$ cat src/tpq_pkg.sv
`timescale 1ns / 1ps

package tpq_pkg;

  // field widths
  localparam int RAW_W   = 12;
  localparam int MS_W    = 16;
  localparam int POS_W   = 9;
  localparam int CFG_I_W = 2;

  // register indexes
  localparam logic [CFG_I_W-1:0] REG_HOLD_MS   = 2'd0;
  localparam logic [CFG_I_W-1:0] REG_LANDSCAPE = 2'd1;

  // scaling constants
  localparam logic [RAW_W-1:0] X_OFFSET = 12'd340;
  localparam logic [RAW_W-1:0] Y_OFFSET = 12'd320;
  localparam logic [POS_W-1:0] X_LIMIT  = 9'd237;
  localparam logic [POS_W-1:0] Y_FULL   = 9'd320;

  // x: off*10/144 = (off*5 >> 3) / 9, and /9 is *3641 >> 15 for values below 2^15
  localparam logic [RAW_W-1:0] X_RECIP9  = 12'd3641;
  // y: /11 is *2979 >> 15 for values below 2^15
  localparam logic [RAW_W-1:0] Y_RECIP11 = 12'd2979;
  localparam int RECIP_SH = 15;

  localparam logic [MS_W-1:0] HOLD_MS_RESET = '0;

  // scaled poll, from scaler to qualifier
  typedef struct packed {
    logic             touch;
    logic [POS_W-1:0] sx;
    logic [POS_W-1:0] y_div;
  } scaled_t;

endpackage

$ cat src/tpq_scaler.sv
`timescale 1ns / 1ps

module tpq_scaler (
  input  logic [tpq_pkg::RAW_W-1:0] raw_x,
  input  logic [tpq_pkg::RAW_W-1:0] raw_y,
  output tpq_pkg::scaled_t          scaled
);
  import tpq_pkg::*;

  logic             x_ok;
  logic             y_ok;
  logic [RAW_W-1:0] x_off;
  logic [RAW_W-1:0] y_off;
  logic [RAW_W+2:0] x_times5;
  logic [RAW_W-1:0] x_eighth;
  logic [2*RAW_W-1:0] x_prod;
  logic [2*RAW_W-1:0] y_prod;
  logic [POS_W-1:0] x_quot;
  logic [POS_W-1:0] y_quot;

  // offsets, below offset means no touch
  assign x_ok  = (raw_x >= X_OFFSET);
  assign y_ok  = (raw_y >= Y_OFFSET);
  assign x_off = raw_x - X_OFFSET;
  assign y_off = raw_y - Y_OFFSET;

  // x scale: off*5/72 through a divide by 8 then a reciprocal for 9
  assign x_times5 = {1'b0, x_off, 2'b00} + {3'b000, x_off};
  assign x_eighth = x_times5[RAW_W+2:3];
  assign x_prod   = {{RAW_W{1'b0}}, x_eighth} * {{RAW_W{1'b0}}, X_RECIP9};
  assign x_quot   = x_prod[RECIP_SH+POS_W-1:RECIP_SH];

  // y scale: off/11 through a reciprocal
  assign y_prod = {{RAW_W{1'b0}}, y_off} * {{RAW_W{1'b0}}, Y_RECIP11};
  assign y_quot = y_prod[RECIP_SH+POS_W-1:RECIP_SH];

  // touch when sx below its limit and sy = 320 - quotient above zero
  always_comb begin
    scaled.sx    = x_quot;
    scaled.y_div = y_quot;
    scaled.touch = x_ok && y_ok && (x_quot < X_LIMIT) && (y_quot < Y_FULL);
  end

endmodule

$ cat src/tpq_qualifier.sv
`timescale 1ns / 1ps

module tpq_qualifier (
  input  logic                      clk,
  input  logic                      rst,
  input  logic                      fire,
  input  tpq_pkg::scaled_t          scaled,
  input  logic [tpq_pkg::MS_W-1:0]  elapsed_ms,
  input  logic [tpq_pkg::MS_W-1:0]  hold_ms,
  input  logic                      landscape,
  input  logic                      out_ready,
  output logic                      out_valid,
  output logic                      touch_valid,
  output logic [tpq_pkg::POS_W-1:0] pos_x,
  output logic [tpq_pkg::POS_W-1:0] pos_y
);
  import tpq_pkg::*;

  logic            timer_armed;
  logic            already_reported;
  logic [MS_W-1:0] hold_elapsed;
  logic [MS_W-1:0] hold_target;

  logic            timer_armed_next;
  logic            already_reported_next;
  logic [MS_W-1:0] hold_elapsed_next;
  logic [MS_W-1:0] hold_target_next;

  logic [MS_W:0]    sum;
  logic [MS_W-1:0]  elapsed_acc;
  logic             report;
  logic [POS_W-1:0] sy;
  logic [POS_W-1:0] px;
  logic [POS_W-1:0] py;

  // saturating hold accumulation
  assign sum         = {1'b0, hold_elapsed} + {1'b0, elapsed_ms};
  assign elapsed_acc = !timer_armed ? hold_elapsed :
                       (sum[MS_W] ? {MS_W{1'b1}} : sum[MS_W-1:0]);
  assign sy          = Y_FULL - scaled.y_div;

  // hold timer and report flag update
  always_comb begin
    timer_armed_next      = timer_armed;
    already_reported_next = already_reported;
    hold_elapsed_next     = elapsed_acc;
    hold_target_next      = hold_target;
    report                = 1'b0;
    if (scaled.touch) begin
      if (!timer_armed) begin
        timer_armed_next  = 1'b1;
        hold_elapsed_next = '0;
        hold_target_next  = hold_ms;
      end
      if ((hold_elapsed_next >= hold_target_next) && !already_reported) begin
        report                = 1'b1;
        already_reported_next = 1'b1;
      end
    end else if (timer_armed) begin
      timer_armed_next      = 1'b0;
      already_reported_next = 1'b0;
      hold_elapsed_next     = '0;
    end
  end

  // reported position, axes swapped in landscape
  always_comb begin
    px = '0;
    py = '0;
    if (report) begin
      if (landscape) begin
        px = scaled.y_div;
        py = scaled.sx;
      end else begin
        px = scaled.sx;
        py = sy;
      end
    end
  end

  // state and result register
  always_ff @(posedge clk) begin
    if (rst) begin
      timer_armed      <= 1'b0;
      already_reported <= 1'b0;
      hold_elapsed     <= '0;
      hold_target      <= '0;
      out_valid        <= 1'b0;
    end else begin
      if (fire) begin
        timer_armed      <= timer_armed_next;
        already_reported <= already_reported_next;
        hold_elapsed     <= hold_elapsed_next;
        hold_target      <= hold_target_next;
        out_valid        <= 1'b1;
      end else if (out_ready) begin
        out_valid <= 1'b0;
      end
    end
  end

  always_ff @(posedge clk) begin
    if (fire) begin
      touch_valid <= report;
      pos_x       <= px;
      pos_y       <= py;
    end
  end

endmodule

$ cat src/touch_press_qualifier.sv
`timescale 1ns / 1ps

// touch press qualifier
// input channel: one beat per converter poll (raw_x, raw_y, elapsed_ms) on
// in_valid / in_ready. output channel: exactly one beat per poll
// (touch_valid, pos_x, pos_y) on out_valid / out_ready; positions read zero
// when touch_valid is low, and a position is reported once per press after
// it has been held for hold_ms.
// config channel: cfg_valid / cfg_ready with cfg_index and cfg_data; index 0
// is hold_ms, index 1 is landscape (bit 0); other indexes are ignored.
// cfg_ready is always high; write only while no poll is in flight.
// the input register takes the beat; the scaling and hold logic load the
// result register once it is empty or being taken. throughput: 1 poll per
// cycle while out_ready is high; the scaling multipliers and hold update
// sit in one stage between the two registers. reset: clears the hold timer,
// report flag, landscape and both pipeline valids, and sets hold_ms to
// HOLD_MS_INIT. a stalled receiver holds the result register, and the input
// register fills behind it, so in_ready drops after one more beat.
module touch_press_qualifier #(
  parameter logic [tpq_pkg::MS_W-1:0] HOLD_MS_INIT = tpq_pkg::HOLD_MS_RESET
) (
  input  logic                        clk,
  input  logic                        rst,
  input  logic                        in_valid,
  output logic                        in_ready,
  input  logic [tpq_pkg::RAW_W-1:0]   raw_x,
  input  logic [tpq_pkg::RAW_W-1:0]   raw_y,
  input  logic [tpq_pkg::MS_W-1:0]    elapsed_ms,
  output logic                        out_valid,
  input  logic                        out_ready,
  output logic                        touch_valid,
  output logic [tpq_pkg::POS_W-1:0]   pos_x,
  output logic [tpq_pkg::POS_W-1:0]   pos_y,
  input  logic                        cfg_valid,
  output logic                        cfg_ready,
  input  logic [tpq_pkg::CFG_I_W-1:0] cfg_index,
  input  logic [tpq_pkg::MS_W-1:0]    cfg_data
);
  import tpq_pkg::*;

  logic [MS_W-1:0]  hold_ms;
  logic             landscape;
  logic             s1_valid;
  logic [RAW_W-1:0] s1_raw_x;
  logic [RAW_W-1:0] s1_raw_y;
  logic [MS_W-1:0]  s1_elapsed;
  logic             advance;
  logic             fire;
  scaled_t          scaled;

  assign cfg_ready = 1'b1;
  assign advance   = !out_valid || out_ready;
  assign fire      = s1_valid && advance;
  assign in_ready  = !s1_valid || advance;

  // config registers
  always_ff @(posedge clk) begin
    if (rst) begin
      hold_ms   <= HOLD_MS_INIT;
      landscape <= 1'b0;
    end else if (cfg_valid && cfg_ready) begin
      case (cfg_index)
        REG_HOLD_MS:   hold_ms   <= cfg_data;
        REG_LANDSCAPE: landscape <= cfg_data[0];
        default:       ;
      endcase
    end
  end

  // input register
  always_ff @(posedge clk) begin
    if (rst) begin
      s1_valid <= 1'b0;
    end else if (in_ready) begin
      s1_valid <= in_valid;
    end
  end

  always_ff @(posedge clk) begin
    if (in_valid && in_ready) begin
      s1_raw_x   <= raw_x;
      s1_raw_y   <= raw_y;
      s1_elapsed <= elapsed_ms;
    end
  end

  tpq_scaler u_scaler (
    .raw_x  (s1_raw_x),
    .raw_y  (s1_raw_y),
    .scaled (scaled)
  );

  tpq_qualifier u_qualifier (
    .clk         (clk),
    .rst         (rst),
    .fire        (fire),
    .scaled      (scaled),
    .elapsed_ms  (s1_elapsed),
    .hold_ms     (hold_ms),
    .landscape   (landscape),
    .out_ready   (out_ready),
    .out_valid   (out_valid),
    .touch_valid (touch_valid),
    .pos_x       (pos_x),
    .pos_y       (pos_y)
  );

  // idle beat carries a zero position
  a_idle_zero: assert property (@(posedge clk) disable iff (rst)
    out_valid && !touch_valid |-> pos_x == '0 && pos_y == '0)
    else $error("non-report beat with nonzero position");

  // reported position stays on screen
  a_pos_range: assert property (@(posedge clk) disable iff (rst)
    out_valid && touch_valid |-> pos_x <= Y_FULL && pos_y <= Y_FULL)
    else $error("reported position out of range");

  // a poll in the input register moves into the result register
  a_fire_out: assert property (@(posedge clk) disable iff (rst)
    fire |=> out_valid)
    else $error("poll lost between stages");

  // empty result register never blocks input
  a_ready: assert property (@(posedge clk) disable iff (rst)
    !out_valid |-> in_ready)
    else $error("input stalled with empty output");

endmodule

$ cat config.mk
export PLATFORM = sky130hd
export DESIGN_NAME = touch_press_qualifier
export DESIGN_NICKNAME = d
export VERILOG_FILES = /design/src/tpq_pkg.sv /design/src/tpq_scaler.sv /design/src/tpq_qualifier.sv /design/src/touch_press_qualifier.sv
export SDC_FILE = /design/constraint.sdc
export NUM_CORES = 1
export LEC_CHECK = 0
export BUFFER_PORTS_ARGS = -buffer_cell sky130_fd_sc_hd__buf_4
export CORE_UTILIZATION = 30
export DETAILED_ROUTE_END_ITERATION = 12
export GPL_TIMING_DRIVEN = 0
export RECOVER_POWER = 25
export SKIP_CTS_REPAIR_TIMING = 1
export SLEW_MARGIN = 10
export SYNTH_ARGS = -nofsm -noshare
export SYNTH_HDL_FRONTEND = slang
export SYNTH_SLANG_ARGS = --single-unit
$ cat constraint.sdc
create_clock -name clk -period 7.3 [get_ports clk]
set_clock_uncertainty 0.15 [all_clocks]
set_input_delay 0.73 -clock clk [delete_from_list [all_inputs] [get_ports clk]]
set_output_delay 0.73 -clock clk [all_outputs]
set_load 0.02 [all_outputs]
==> impl_metrics.ini <==
[run_status]
status = finished, violations left
violations = setup timing

[sta]
finalSetupViolCount = 53
fmax_mhz = 127
tightest_slew_ns = 0.881
hold_viol_final = 0
drv_slew = 0
fin_ws_ns = -0.593
finalCriticalPeriod_ns = 7.89
min_period_over_period = 1.08
rsz0062_at_grt = yes
whs_ns = 0.314
slew_headroom = 0.406
setup-tns-final_ns = -26.73

[critical_path]
arrival_ns = 7.95
path_class = register to register
reg2reg_slack_ns = -0.59
crit_path_end_kind = register
cp-start-kind = register
reg2reg_depth = 32
cpMaxStageDelayCell = fa_1
r2r_start = s1_raw_x[2]
r2r-end = u_qualifier.pos_y[5]
worstPathRequired_ns = 7.36
worst-path-max-fanout = 8
slowest_delay_ns = 0.58

[drt]
firstDrtPassIters = 5
route.detailed.drc = 0
wl_um = 28200
avgRoutedWirePerCell_um = 15.4
viasPerCell = 4.92
drt-initial-drc-count = 426
vias = 9003
ant_nets = 0

[placed_design]
dp_cells = 1778
io_buffer_count = 83
post-place-ws_ns = -1.22
dpl.hpwl_um = 22400
gp_congestion = 0.845

[job]
cap_violations = 0

[grt]
grtUsageTotal = 0.149
antenna_found_initial = 0
grt_max_degree = 33
grt_pass1_vias = 9325
use_met1 = 0.180
grt_pass1_wl_um = 45900
grtUsageMet3 = 0.0213
busiest_layer = met2
overflow = 0
grt_use_met2 = 0.273

[clocking]
htree_levels = 3
cts_buffer_depth = 2
cts.sinks = 112
clkTransAtPathRegs_ns = 0.10
clock_latency_ns = 0.40
cts_buffers = 9
cts_tree = done
cts_root_buf = clkbuf_16

[synth]
synthArstFlopShare = 0
synth_warnings = 0
post-synth-top-area-fraction = 0.220
netlist_instances = 1190
synth-simple-area-share = 0.112
syn_area_per_cell_um2 = 9.51
synth-edff-count = 59
synth_seq_area_share = 0.250
synth_compound_area_frac = 0.167
yosys-top-cells-area = ha_1 22%, edfxtp_1 16%, fa_1 12%
syn_nets = 1519
synth_largest_area_cell = ha_1
synthXorXnorAreaFrac = 0.0464
synthAdderAreaFrac = 0.339
ys.flop_type = edfxtp_1
synth_top_family_by_area = adder cells
yosysMostFrequentCell = ha_1
syn_area_mm2 = 0.0113
synthMuxAreaShare = 0.0179
synthTopCellsByCount = 199 x ha_1, 165 x inv_1, 84 x nand2_1, 82 x a21oi_1, 67 x fa_1
ys_ff_latch = 112
yosys.cell_types.count = 76

[hold_path]
min_from = hold_ms[8]
hp-class = register to register
hold_end = hold_ms[8]
min_path_cells = 2

[floorplanning]
ioPinCount = 85
die_h_um = 196
die_area_mm2 = 0.0385
core_mm2 = 0.0369
die_x_um = 196
rows = 70
initial_core_util = 0.307

[layout]
final_nets = 1650
syn_to_final_growth_pct = 24.3
stdcell_count = 1830
n_fill_cell = 3663
drive_gt1_frac = 0.204
n_antenna_cell = 0
## state kept, by name, indices dropped and copies added (netlist names), 9 cells and up
register and flops:
s1_elapsed 16, s1_raw_x 12, u_qualifier.hold_target 16, u_qualifier.pos_y 9
u_qualifier.hold_elapsed 16, hold_ms 16, u_qualifier.pos_x 9, s1_raw_y 12
## how the worst max path moves through the flow
stage           startpoint              endpoint  slack [ns]  cells past startpoint
3_3_place_gp   s1_raw_x[2]  u_qualifier.pos_y[6]       -1.02                     33
5_1_grt        s1_raw_x[2]  u_qualifier.pos_y[5]       -0.94                     34
4_1_cts        s1_raw_x[2]  u_qualifier.pos_y[8]       -1.29                     33
2_1_floorplan  s1_raw_x[2]  u_qualifier.pos_x[2]       -0.18                     34
6_report       s1_raw_x[2]  u_qualifier.pos_y[5]       -0.59                     32
3_5_place_dp   s1_raw_x[2]  u_qualifier.pos_y[8]       -1.22                     33
## layout make-up
class                      count  area [µm²]  share of cell area
buffer                        33         174              0.0124
clock buffer                   9         225              0.0160
sequential                   112        2830               0.201
inverter                     165         622              0.0442
multi-input combinational    881        8570               0.609
tap                          504         631              0.0448
clock inverter                 7        96.3             0.00685
timing repair buffer         119         913              0.0649
## routing by layer
| metal | wire (µm) | up-vias | part of all wire |
|---|---|---|---|
| li1 | - | 4479 | - |
| met1 | 12200 | 4352 | 0.43 |
| met2 | 14700 | 137 | 0.52 |
| met3 | 775 | 35 | 0.027 |
| met4 | 586 | 0 | 0.021 |
| met5 | 0 | - | 0 |
## worst max-delay path: cells and delay by family (launching register included)
kind	cells	cell delay, ns
buf+inv	7	0.77
flops	1	0.47
compound gates	13	2.82
simple gates	2	0.26
xor+xnor	3	0.56
fa+ha+maj	7	2.67
## metrics by stage
stage	instance area, µm²	utilization
global placement	13000	0.351
floorplan	11700	-
detailed placement	13000	0.352
CTS	13300	0.361
global route	14100	0.381
finish	14100	0.381
## cells by family (layout without fill, tap and decap cells)
family                     count (synthesis)  in the layout
buffers and inverters                    198            333
AOI/OAI and AO/OA                        274            274
and+or+nand+nor                          259            260
xor gates and xnor gates                  60             60
DFF                                      112            112
adders and majority gates                266            266
muxes                                     20             20
other                                      1              1
## layout by cell type, fill, tap and decap left out, types with 9 or more instances in the layout
cell type and n:
ha_1 178, inv_1 156, buf_4 84, nand2_1 83, a21oi_1 77, fa_1 67
edfxtp_1 59, dfxtp_1 53, nor2_1 45, clkbuf_4 34, xnor2_1 29, a21o_1 22
o21ai_0 21, clkbuf_1 20, ha_4 20, mux2i_1 18, nor3_1 16, nand2b_1 15
nand3_1 15, nor2b_1 14, xor2_1 14, a211oi_1 14, o21a_1 13, a311oi_1 13
o211ai_1 12, nand4_1 10, a211oi_2 10, xnor2_2 9, clkbuf_16 9
Power is not shown: default switching activity piles up to over one toggle a cycle in this logic, so the estimate is an artifact.
